### config.mk
export PLATFORM = sky130hd
export DESIGN_NAME = sumo_robot_match_controller_core_flat
export DESIGN_NICKNAME = d
export VERILOG_FILES = /design/src/hdl/smrc_pkg.sv /design/src/hdl/smrc_if.sv /design/src/hdl/sumo_robot_match_controller_core.sv /design/src/flat_wrapper.sv
export SDC_FILE = /design/constraint.sdc
export NUM_CORES = 1
export LEC_CHECK = 0
export BUFFER_PORTS_ARGS = -buffer_cell sky130_fd_sc_hd__buf_2
export CAP_MARGIN = 20
export CORE_MARGIN = 4
export CORE_UTILIZATION = 58
export DETAILED_ROUTE_END_ITERATION = 6
export GPL_TIMING_DRIVEN = 0
export PLACE_DENSITY = 0.84
export SKIP_LAST_GASP = 1
export SYNTH_ARGS = -nofsm -noshare
export SYNTH_HDL_FRONTEND = slang
export SYNTH_SLANG_ARGS = --single-unit
### constraint.sdc
create_clock -name clk_i -period 19.15 [get_ports clk_i]
set_input_delay 3.83 -clock clk_i [delete_from_list [all_inputs] [get_ports clk_i]]
set_output_delay 3.83 -clock clk_i [all_outputs]
set_load 0.005 [all_outputs]
### src/hdl/smrc_pkg.sv
// ----------------------------------------------------------------------------
// smrc_pkg
// Shared types, codes and constants of the sumo robot match controller.
// ----------------------------------------------------------------------------
package smrc_pkg;

  // widths
  localparam int AdcBits     = 10;
  localparam int TimeBits    = 32;
  localparam int EchoBits    = 13;
  localparam int MsBits      = 16;
  localparam int CfgIdxBits  = 3;
  localparam int CfgDataBits = 16;

  // referee codes
  localparam logic [31:0] CodeReady = 32'd3994155780;
  localparam logic [31:0] CodeStart = 32'd3977444100;
  localparam logic [31:0] CodeStop  = 32'd3960732420;

  // timing and speeds
  localparam int unsigned PingGapMs = 30;
  localparam logic [7:0] SpdAttack = 8'd255;
  localparam logic [7:0] SpdCurve  = 8'd190;
  localparam logic [7:0] SpdSearch = 8'd110;
  localparam logic [7:0] SpdBack   = 8'd200;
  localparam logic [7:0] SpdTurn   = 8'd180;

  // motor direction codes
  localparam logic [1:0] DirOff = 2'd0;
  localparam logic [1:0] DirFwd = 2'd1;
  localparam logic [1:0] DirRev = 2'd2;

  // match phase codes as reported
  localparam logic [1:0] PhaseWait  = 2'd0;
  localparam logic [1:0] PhaseReady = 2'd1;
  localparam logic [1:0] PhaseFight = 2'd2;
  localparam logic [1:0] PhaseStop  = 2'd3;

  // target direction codes
  localparam logic [1:0] TgtNone   = 2'd0;
  localparam logic [1:0] TgtLeft   = 2'd1;
  localparam logic [1:0] TgtRight  = 2'd2;
  localparam logic [1:0] TgtCentre = 2'd3;

  typedef enum logic [CfgIdxBits-1:0] {
    CFG_EDGE_THRESHOLD   = 3'd0,
    CFG_EDGE_ABOVE       = 3'd1,
    CFG_ECHO_MIN_US      = 3'd2,
    CFG_ECHO_MAX_US      = 3'd3,
    CFG_REVERSE_MS       = 3'd4,
    CFG_TURN_MS          = 3'd5,
    CFG_TARGET_MEMORY_MS = 3'd6,
    CFG_READING_VALID_MS = 3'd7
  } cfg_idx_e;

  typedef struct packed {
    logic [AdcBits-1:0]  edge_threshold;
    logic                edge_above_polarity;
    logic [EchoBits-1:0] echo_min_us;
    logic [EchoBits-1:0] echo_max_us;
    logic [MsBits-1:0]   reverse_ms;
    logic [MsBits-1:0]   turn_ms;
    logic [MsBits-1:0]   target_memory_ms;
    logic [MsBits-1:0]   reading_valid_ms;
  } smrc_cfg_t;

  localparam smrc_cfg_t CfgReset = '{
    edge_threshold:      AdcBits'(450),
    edge_above_polarity: 1'b1,
    echo_min_us:         EchoBits'(234),
    echo_max_us:         EchoBits'(4664),
    reverse_ms:          MsBits'(250),
    turn_ms:             MsBits'(300),
    target_memory_ms:    MsBits'(120),
    reading_valid_ms:    MsBits'(150)
  };

  typedef struct packed {
    logic [1:0] ldir;
    logic [1:0] rdir;
    logic [7:0] lpwm;
    logic [7:0] rpwm;
  } motor_t;

  typedef struct packed {
    logic [31:0]         now_ms;
    logic                ir_valid;
    logic [31:0]         ir_code;
    logic [AdcBits-1:0]  edge_left_first;
    logic [AdcBits-1:0]  edge_left_second;
    logic [AdcBits-1:0]  edge_right_first;
    logic [AdcBits-1:0]  edge_right_second;
    logic                echo_valid;
    logic                echo_side;
    logic [EchoBits-1:0] echo_time_us;
  } smrc_in_t;

  typedef struct packed {
    logic [1:0] left_motor_dir;
    logic [1:0] right_motor_dir;
    logic [7:0] left_motor_pwm;
    logic [7:0] right_motor_pwm;
    logic [1:0] match_phase;
    logic       ping_request;
    logic       ping_target_side;
  } smrc_out_t;

endpackage

### src/hdl/smrc_if.sv
// ----------------------------------------------------------------------------
// smrc_if
// Valid/ready channels of the match controller: control passes in,
// motor and ping results out.
// ----------------------------------------------------------------------------
interface smrc_in_if;
  import smrc_pkg::*;

  logic     valid;
  logic     ready;
  smrc_in_t data;

  modport source (output valid, output data, input ready);
  modport sink   (input valid, input data, output ready);
endinterface

interface smrc_out_if;
  import smrc_pkg::*;

  logic      valid;
  logic      ready;
  smrc_out_t data;

  modport source (output valid, output data, input ready);
  modport sink   (input valid, input data, output ready);
endinterface

### src/hdl/sumo_robot_match_controller_core.sv
// ----------------------------------------------------------------------------
// sumo_robot_match_controller_core
// Match controller of a sumo robot: referee codes, edge escape, ultrasonic
// ping scheduling and target chase, one result beat per control pass.
// ----------------------------------------------------------------------------
// Usage:
//   req_i carries one control pass per beat (timestamp, referee code, edge
//   samples, optional echo). rsp_o returns exactly one result beat for it:
//   motor directions and duties, match phase and a ping request.
//   The whole pass is evaluated combinationally from the accepted beat and the
//   controller state; the result sits in an output register in the cycle after
//   acceptance. Throughput is one pass per cycle: req_i.ready stays high while
//   the output register is empty or being taken in the same cycle.
//   When the receiver stalls, the result holds and req_i.ready drops until it
//   is taken; no pass is lost or repeated. Reset loads the register defaults,
//   puts the match in waiting with motors off and arms an immediate first ping.
//   Registers must be written through the cfg_* port only while no pass is in
//   flight; the block does not enforce this. Every index 0..7 is a register.
// ----------------------------------------------------------------------------
module sumo_robot_match_controller_core (
  input  logic                             clk_i,
  input  logic                             rst_ni,
  input  logic                             cfg_we_i,
  input  logic [smrc_pkg::CfgIdxBits-1:0]  cfg_idx_i,
  input  logic [smrc_pkg::CfgDataBits-1:0] cfg_wdata_i,
  smrc_in_if.sink                          req_i,
  smrc_out_if.source                       rsp_o
);
  import smrc_pkg::*;

  typedef enum logic [3:0] {
    MODE_WAIT  = 4'b0001,
    MODE_READY = 4'b0010,
    MODE_FIGHT = 4'b0100,
    MODE_STOP  = 4'b1000
  } mode_e;

  typedef enum logic [2:0] {
    ESC_IDLE = 3'b001,
    ESC_REV  = 3'b010,
    ESC_TURN = 3'b100
  } esc_e;

  // configuration registers
  smrc_cfg_t cfg_q;

  // controller state
  mode_e                mode_q, mode_d;
  esc_e                 esc_q, esc_d;
  logic                 esc_left_q, esc_left_d;
  logic [TimeBits-1:0]  esc_start_q, esc_start_d;
  logic [EchoBits-1:0]  echo_store_q [2];
  logic [EchoBits-1:0]  echo_store_d [2];
  logic [1:0]           echo_present_q, echo_present_d;
  logic [TimeBits-1:0]  echo_stamp_q [2];
  logic [TimeBits-1:0]  echo_stamp_d [2];
  logic                 ping_next_left_q, ping_next_left_d;
  logic [TimeBits-1:0]  ping_last_q, ping_last_d;
  logic                 ping_imm_q, ping_imm_d;
  logic [1:0]           tgt_dir_q, tgt_dir_d;
  logic [TimeBits-1:0]  tgt_seen_q, tgt_seen_d;
  motor_t               motor_q, motor_d;

  // output register
  logic      out_valid_q;
  smrc_out_t out_q;
  smrc_out_t out_d;

  // pass-local values
  logic                acc;
  logic [TimeBits-1:0] now;
  logic [TimeBits-1:0] esc_age;
  logic [TimeBits-1:0] ping_age;
  logic [TimeBits-1:0] tgt_age;
  logic                edge_l, edge_r;
  logic                hit_l, hit_r;
  logic                ping, ping_side;
  logic                clr;

  // edge test on one sample
  function automatic logic is_edge(logic [AdcBits-1:0] v, smrc_cfg_t c);
    if (c.edge_above_polarity) begin
      return v > c.edge_threshold;
    end
    return v < c.edge_threshold;
  endfunction

  // fresh in-range echo on one side
  function automatic logic echo_hit(logic present, logic [EchoBits-1:0] store,
                                    logic [TimeBits-1:0] stamp,
                                    logic [TimeBits-1:0] t, smrc_cfg_t c);
    logic [TimeBits-1:0] age;
    age = t - stamp;
    if (!present) return 1'b0;
    if (age > TimeBits'(c.reading_valid_ms)) return 1'b0;
    if (store == '0) return 1'b0;
    return (store >= c.echo_min_us) && (store <= c.echo_max_us);
  endfunction

  // attack command for a target direction
  function automatic motor_t attack(logic [1:0] d);
    motor_t m;
    m.ldir = DirFwd;
    m.rdir = DirFwd;
    case (d)
      TgtCentre: begin m.lpwm = SpdAttack; m.rpwm = SpdAttack; end
      TgtLeft:   begin m.lpwm = SpdCurve;  m.rpwm = SpdAttack; end
      default:   begin m.lpwm = SpdAttack; m.rpwm = SpdCurve;  end
    endcase
    return m;
  endfunction

  function automatic motor_t drive(logic [1:0] ld, logic [1:0] rd,
                                   logic [7:0] lp, logic [7:0] rp);
    motor_t m;
    m.ldir = ld;
    m.rdir = rd;
    m.lpwm = lp;
    m.rpwm = rp;
    return m;
  endfunction

  // handshake
  assign acc         = req_i.valid && req_i.ready;
  assign req_i.ready = !out_valid_q || rsp_o.ready;
  assign rsp_o.valid = out_valid_q;
  assign rsp_o.data  = out_q;
  assign now         = req_i.data.now_ms[TimeBits-1:0];

  // configuration writes
  always_ff @(posedge clk_i or negedge rst_ni) begin
    if (!rst_ni) begin
      cfg_q <= CfgReset;
    end else if (cfg_we_i) begin
      unique case (cfg_idx_e'(cfg_idx_i))
        CFG_EDGE_THRESHOLD:   cfg_q.edge_threshold      <= cfg_wdata_i[AdcBits-1:0];
        CFG_EDGE_ABOVE:       cfg_q.edge_above_polarity <= cfg_wdata_i[0];
        CFG_ECHO_MIN_US:      cfg_q.echo_min_us         <= cfg_wdata_i[EchoBits-1:0];
        CFG_ECHO_MAX_US:      cfg_q.echo_max_us         <= cfg_wdata_i[EchoBits-1:0];
        CFG_REVERSE_MS:       cfg_q.reverse_ms          <= cfg_wdata_i[MsBits-1:0];
        CFG_TURN_MS:          cfg_q.turn_ms             <= cfg_wdata_i[MsBits-1:0];
        CFG_TARGET_MEMORY_MS: cfg_q.target_memory_ms    <= cfg_wdata_i[MsBits-1:0];
        CFG_READING_VALID_MS: cfg_q.reading_valid_ms    <= cfg_wdata_i[MsBits-1:0];
        default: ;
      endcase
    end
  end

  // one control pass
  always_comb begin
    mode_d           = mode_q;
    esc_d            = esc_q;
    esc_left_d       = esc_left_q;
    esc_start_d      = esc_start_q;
    echo_store_d     = echo_store_q;
    echo_present_d   = echo_present_q;
    echo_stamp_d     = echo_stamp_q;
    ping_next_left_d = ping_next_left_q;
    ping_last_d      = ping_last_q;
    ping_imm_d       = ping_imm_q;
    tgt_dir_d        = tgt_dir_q;
    tgt_seen_d       = tgt_seen_q;
    motor_d          = motor_q;
    ping             = 1'b0;
    ping_side        = 1'b0;
    clr              = 1'b0;
    hit_l            = 1'b0;
    hit_r            = 1'b0;

    // referee
    if (req_i.data.ir_valid) begin
      if (req_i.data.ir_code == CodeStop) begin
        mode_d = MODE_STOP;
        clr    = 1'b1;
      end else if (mode_q == MODE_STOP) begin
        // stopped for good
      end else if (req_i.data.ir_code == CodeReady) begin
        mode_d = MODE_READY;
        clr    = 1'b1;
      end else if (req_i.data.ir_code == CodeStart && mode_q == MODE_READY) begin
        mode_d           = MODE_FIGHT;
        clr              = 1'b1;
        ping_imm_d       = 1'b1;
        ping_next_left_d = 1'b1;
      end
    end
    if (clr) begin
      esc_d      = ESC_IDLE;
      esc_left_d = 1'b0;
    end

    esc_age = now - esc_start_d;
    edge_l  = is_edge(req_i.data.edge_left_first, cfg_q) &&
              is_edge(req_i.data.edge_left_second, cfg_q);
    edge_r  = is_edge(req_i.data.edge_right_first, cfg_q) &&
              is_edge(req_i.data.edge_right_second, cfg_q);

    if (mode_d != MODE_FIGHT) begin
      // halted: motors off
      motor_d    = drive(DirOff, DirOff, 8'd0, 8'd0);
      esc_d      = ESC_IDLE;
      esc_left_d = 1'b0;
    end else begin
      unique case (esc_d)
        ESC_REV: begin
          if (esc_age >= TimeBits'(cfg_q.reverse_ms)) begin
            esc_d       = ESC_TURN;
            esc_start_d = now;
            motor_d     = esc_left_d ? drive(DirFwd, DirRev, SpdTurn, SpdTurn)
                                     : drive(DirRev, DirFwd, SpdTurn, SpdTurn);
          end
        end
        ESC_TURN: begin
          // turn end keeps the turn command for this pass
          if (esc_age >= TimeBits'(cfg_q.turn_ms)) begin
            esc_d      = ESC_IDLE;
            esc_left_d = 1'b0;
            clr        = 1'b1;
          end
        end
        default: begin
          if (edge_l || edge_r) begin
            // border seen: back away, then turn away from it
            clr         = 1'b1;
            esc_left_d  = edge_r && !edge_l;
            esc_d       = ESC_REV;
            esc_start_d = now;
            motor_d     = drive(DirRev, DirRev, SpdBack, SpdBack);
          end
        end
      endcase
    end

    // drop stored echoes and target memory
    if (clr) begin
      for (int i = 0; i < 2; i++) begin
        echo_store_d[i] = '0;
        echo_stamp_d[i] = '0;
      end
      echo_present_d = '0;
      tgt_dir_d      = TgtNone;
      tgt_seen_d     = '0;
    end

    ping_age = now - ping_last_d;

    // ultrasonic stage and chase decision
    if (mode_d == MODE_FIGHT && esc_q != ESC_REV && esc_q != ESC_TURN &&
        esc_d == ESC_IDLE && !(edge_l || edge_r)) begin
      if (req_i.data.echo_valid) begin
        echo_store_d[req_i.data.echo_side]   = req_i.data.echo_time_us;
        echo_present_d[req_i.data.echo_side] = 1'b1;
        echo_stamp_d[req_i.data.echo_side]   = now;
      end
      if (ping_imm_d || ping_age >= TimeBits'(PingGapMs)) begin
        ping_imm_d       = 1'b0;
        ping_last_d      = now;
        ping             = 1'b1;
        ping_side        = !ping_next_left_d;
        ping_next_left_d = !ping_next_left_d;
      end

      hit_l   = echo_hit(echo_present_d[0], echo_store_d[0], echo_stamp_d[0],
                         now, cfg_q);
      hit_r   = echo_hit(echo_present_d[1], echo_store_d[1], echo_stamp_d[1],
                         now, cfg_q);
      tgt_age = now - tgt_seen_d;
      if (hit_l || hit_r) begin
        tgt_dir_d  = (hit_l && hit_r) ? TgtCentre : (hit_l ? TgtLeft : TgtRight);
        tgt_seen_d = now;
        motor_d    = attack(tgt_dir_d);
      end else if (tgt_dir_d != TgtNone &&
                   tgt_age <= TimeBits'(cfg_q.target_memory_ms)) begin
        motor_d = attack(tgt_dir_d);
      end else begin
        // search by spinning in place
        tgt_dir_d = TgtNone;
        motor_d   = drive(DirRev, DirFwd, SpdSearch, SpdSearch);
      end
    end else begin
      tgt_age = now - tgt_seen_d;
    end

    // result beat
    out_d.left_motor_dir   = motor_d.ldir;
    out_d.right_motor_dir  = motor_d.rdir;
    out_d.left_motor_pwm   = motor_d.lpwm;
    out_d.right_motor_pwm  = motor_d.rpwm;
    out_d.ping_request     = ping;
    out_d.ping_target_side = ping && ping_side;
    unique case (mode_d)
      MODE_READY: out_d.match_phase = PhaseReady;
      MODE_FIGHT: out_d.match_phase = PhaseFight;
      MODE_STOP:  out_d.match_phase = PhaseStop;
      default:    out_d.match_phase = PhaseWait;
    endcase
  end

  // state update on an accepted pass
  always_ff @(posedge clk_i or negedge rst_ni) begin
    if (!rst_ni) begin
      mode_q           <= MODE_WAIT;
      esc_q            <= ESC_IDLE;
      esc_left_q       <= 1'b0;
      esc_start_q      <= '0;
      echo_store_q[0]  <= '0;
      echo_store_q[1]  <= '0;
      echo_present_q   <= '0;
      echo_stamp_q[0]  <= '0;
      echo_stamp_q[1]  <= '0;
      ping_next_left_q <= 1'b1;
      ping_last_q      <= '0;
      ping_imm_q       <= 1'b1;
      tgt_dir_q        <= TgtNone;
      tgt_seen_q       <= '0;
      motor_q          <= '0;
    end else if (acc) begin
      mode_q           <= mode_d;
      esc_q            <= esc_d;
      esc_left_q       <= esc_left_d;
      esc_start_q      <= esc_start_d;
      echo_store_q     <= echo_store_d;
      echo_present_q   <= echo_present_d;
      echo_stamp_q     <= echo_stamp_d;
      ping_next_left_q <= ping_next_left_d;
      ping_last_q      <= ping_last_d;
      ping_imm_q       <= ping_imm_d;
      tgt_dir_q        <= tgt_dir_d;
      tgt_seen_q       <= tgt_seen_d;
      motor_q          <= motor_d;
    end
  end

  // output register
  always_ff @(posedge clk_i or negedge rst_ni) begin
    if (!rst_ni) begin
      out_valid_q <= 1'b0;
    end else if (acc) begin
      out_valid_q <= 1'b1;
    end else if (rsp_o.ready) begin
      out_valid_q <= 1'b0;
    end
  end

  always_ff @(posedge clk_i) begin
    if (acc) begin
      out_q <= out_d;
    end
  end

  // stop is permanent
  assert property (@(posedge clk_i) disable iff (!rst_ni)
    mode_q == MODE_STOP |=> mode_q == MODE_STOP)
    else $error("match left stopped mode");

  // escape only runs while fighting
  assert property (@(posedge clk_i) disable iff (!rst_ni)
    esc_q != ESC_IDLE |-> mode_q == MODE_FIGHT)
    else $error("escape active outside fight");

  // every accepted pass leaves a result beat
  assert property (@(posedge clk_i) disable iff (!rst_ni)
    acc |=> out_valid_q)
    else $error("accepted pass without result beat");

  // motors are off in any result outside a fight
  assert property (@(posedge clk_i) disable iff (!rst_ni)
    out_valid_q && out_q.match_phase != PhaseFight |->
      out_q.left_motor_dir == DirOff && out_q.right_motor_dir == DirOff &&
      out_q.left_motor_pwm == 8'd0 && out_q.right_motor_pwm == 8'd0)
    else $error("motors driven outside fight");

endmodule

### src/flat_wrapper.sv
// flat-port wrapper written by rule: the top's interface ports become plain ports
module sumo_robot_match_controller_core_flat import smrc_pkg::*;
  (clk_i, rst_ni, cfg_we_i, cfg_idx_i, cfg_wdata_i, req_i_valid, req_i_data, req_i_ready, rsp_o_valid, rsp_o_data, rsp_o_ready);
  smrc_in_if req_i_i ();
  smrc_out_if rsp_o_i ();
  input  logic clk_i;
  input  logic rst_ni;
  input  logic cfg_we_i;
  input  logic [smrc_pkg::CfgIdxBits-1:0] cfg_idx_i;
  input  logic [smrc_pkg::CfgDataBits-1:0] cfg_wdata_i;
  input wire logic [$bits(req_i_i.valid)-1:0] req_i_valid;
  input wire logic [$bits(req_i_i.data)-1:0] req_i_data;
  output wire logic [$bits(req_i_i.ready)-1:0] req_i_ready;
  output wire logic [$bits(rsp_o_i.valid)-1:0] rsp_o_valid;
  output wire logic [$bits(rsp_o_i.data)-1:0] rsp_o_data;
  input wire logic [$bits(rsp_o_i.ready)-1:0] rsp_o_ready;
  assign req_i_i.valid = req_i_valid;
  assign req_i_i.data = req_i_data;
  assign req_i_ready = req_i_i.ready;
  assign rsp_o_valid = rsp_o_i.valid;
  assign rsp_o_data = rsp_o_i.data;
  assign rsp_o_i.ready = rsp_o_ready;
  sumo_robot_match_controller_core u_core (.clk_i(clk_i), .rst_ni(rst_ni), .cfg_we_i(cfg_we_i), .cfg_idx_i(cfg_idx_i), .cfg_wdata_i(cfg_wdata_i), .req_i(req_i_i), .rsp_o(rsp_o_i));
endmodule
==> out/metrics.cfg <==
[synthesis]
avgSynthCellArea_um2=8.18
synthTopCellsByArea=dfrtp_1 24%, ha_1 13%, nand2_1 5.8%, o21ai_0 5.1%, a21oi_1 4.7%
synthFlopType=dfrtp_1
synth_cell_types=107
yosys.area.top_type=dfrtp_1
synth-seq-area-share=0.293
synth_common_cells=462 x nand2_1, 308 x ha_1, 304 x o21ai_0
syn-num-nets=4134
async_flop_share=0.931
yosysMostFrequentCell=nand2_1
synth_edf_count=24
syn_inst=3679
syn_area_um2=30100
ys_ff_latch=346
synth_top_area_share=0.237
ys_warn_count=0

[drt]
drc_errors=0
firstDrtPassIters=6
drt_wl_total_um=104000
drt-initial-drc-count=3359
ant_nets=0
num_vias=30100
vias_per_cell=6.52
wire_per_inst_um=22.5

[floorplanning]
start_util=0.587
die_x_um=236
die_area_um2=55600
die_h_um=236
coreArea_um2=51300
core.rowCount=83
ios=170

[critical_path]
cp_max_fo=10
crit_family=compound AO/OA/AOI/OAI gates
slowest_delay_ns=0.62
path_class=in2reg
cp.depth=57
arrival_ns=19.49
slowest_stage=nand4b_1
crit_path_end_kind=flip-flop
cp-startpoint=req_i_data[88]
worst-path-buf-inv=9
reg2reg_depth=56
critPathMostFrequentCell=a21oi_1
r2r_start=u_core.esc_start_q[1]$_DFFE_PN0P_
cp.required_ns=19.69
start_kind=primary input

[hold_path]
min_from=u_core.motor_q[8]$_DFFE_PN0P_
min_path_type=reg2reg
hold_depth=2

[place]
dpl-instance-area_um2=31900
post-dp-hpwl_um=79100
place_congestion=1.06
port_buffers=166
post-place-ws_ns=0.108
place_inst=4528

[clock_tree]
path_clk_slew_ns=0.07
cts_tree=yes
clock-sinks=346
htree_levels=2
worstSkewPairLatency_ns=0.60
cts_root_buffer=clkbuf_16
cts_max_path_buffers=3
cts_inserted_buffers=41
ctsHoldBuffers=0

[sta]
skew_ns=0.0298
fin_crit_ns=18.94
finalSetupTns_ns=0
max-slew-margin-rel=0.246
fin_ws_ns=0.205
drv_slew=0
rsz0062_at_grt=no
setup_violations=0
tightest_slew_ns=1.12
finalCritPeriodShare=0.989
hold_viol_final=0
max_freq_mhz=52.8

[finish]
fin_util=0.649
nets=4349
area_growth_syn_to_layout_pct=10.6
fin_cells=4609
final_area_um2=33300
drive_gt1_frac=0.117

[power]
peakVddDrop_v=0.0000583
p_leak_nw=15.1
p_per_area_nw_per_um2=75.0

[job]
maxCapViolCount=0

[global_routing]
grt_start_max_net_pins=122
grt-ovfl-total=0
grt_pass1_wl_um=160000
grt_use_total=0.357
grt_pass1_vias=28500
antenna_found_initial=5

[run_status]
status=finished clean

==> per-stage QoR <==
| step | power, mW | hold WS (ns) |
|---|---|---|
| 6_report | 2.50 | 0.467 |
| 5_1_grt | 2.63 | 0.488 |
| 4_1_cts | 2.48 | 0.474 |
| 3_5_place_dp | 1.67 | 0.459 |
| 3_3_place_gp | 1.64 | 0.450 |
| 2_1_floorplan | 1.41 | 0.437 |
==> cells by family (layout without fill, tap and decap cells) <==
group / after synthesis / count (layout) / share of synthesized area
AND/OR/NAND/NOR: 1202 / 1202 / 0.195
flip-flops: 346 / 346 / 0.293
AO/OA/AOI/OAI: 1154 / 1154 / 0.248
XOR/XNOR: 104 / 104 / 0.0303
adder cells (fa/ha/maj): 317 / 317 / 0.132
multiplexers: 127 / 127 / 0.0465
buffers and inverters: 429 / 677 / 0.0552
other: 0 / 2 / 0
==> timing repair <==
action                                  in CTS  in global routing
resized for setup                            0                  6
endpoints found under the setup margin       0                 31
buffers inserted                             0                  0
==> power by group <==
group,internal (mW),switching [mW]
logic,0.321,0.520
clock network,0.462,0.348
registers,0.814,0.0319
==> tightest hold or removal path: stages, from the launching register on <==
cell and delay [ns]:
dfrtp_1 0.33, nand2_1 0.05, nand2_1 0.05
==> state kept, by name, summed over array words and instances (netlist names), 20 cells and up <==
register / count
u_core.cfg_q: 101
u_core.echo_stamp_q: 64
u_core.esc_start_q: 32
u_core.ping_last_q: 32
u_core.tgt_seen_q: 32
u_core.echo_store_q: 26
u_core.rsp_o.data: 24
u_core.motor_q: 20
==> final timing paths <==
kind | endpoint | slack (ns)
max | u_core.tgt_seen_q[3]$_DFFE_PN0P_ | 0.21
min | u_core.motor_q[8]$_DFFE_PN0P_ | 0.47
max reg2reg | u_core.tgt_seen_q[3]$_DFFE_PN0P_ | 3.34
min reg2reg | u_core.motor_q[8]$_DFFE_PN0P_ | 0.47
max in group asynchronous | u_core.motor_q[17]$_DFFE_PN0P_ | 14.79
min in group asynchronous | u_core.cfg_q[60]$_DFFE_PN0P_ | 3.01
==> placed cells by master, fill, tap and decap left out, types with 19 or more instances in the layout <==
cell,instances
o21ai_0,304
nand3_1,69
or3_1,24
o211ai_1,27
xnor2_1,73
a31oi_1,39
nand4_1,48
dfstp_2,37
nand2b_1,60
inv_1,244
nor2b_1,43
o22ai_1,20
edfxtp_1,24
nand2_1,462
buf_2,187
a21oi_1,284
clkbuf_1,148
a21o_1,73
dfrtp_1,285
and3_1,56
nor4_1,28
o31ai_1,19
o21bai_1,20
xor2_1,31
o21ai_1,27
a211oi_1,39
ha_1,308
nor3_1,66
nor2_1,230
a22o_1,89
and2_1,29
mux2i_1,24
mux2_2,100
o21a_1,43
clkbuf_16,42
==> routing by layer <==
metal | routed length (µm) | part of all wire | global-route usage | up-vias
met3 | 11300 | 0.11 | 0.0763 | 349
met5 | 0 | 0 | 0 | -
met1 | 40800 | 0.39 | 0.472 | 14200
met4 | 6920 | 0.067 | 0.199 | 0
li1 | - | - | - | 13800
met2 | 44500 | 0.43 | 0.546 | 1682
==> cell type report <==
cell class              count  area [µm²]
diodes                      2        5.00
plain buffers             183         742
clock buffers              54        1170
clock inverters            22         213
fillers                  4419       18000
inverters                 246         923
multi-input cells        2904       19600
flip-flops and latches    346        8820
well taps                 680         851
repair buffers            172         950
(Power assumes the default switching activity.)
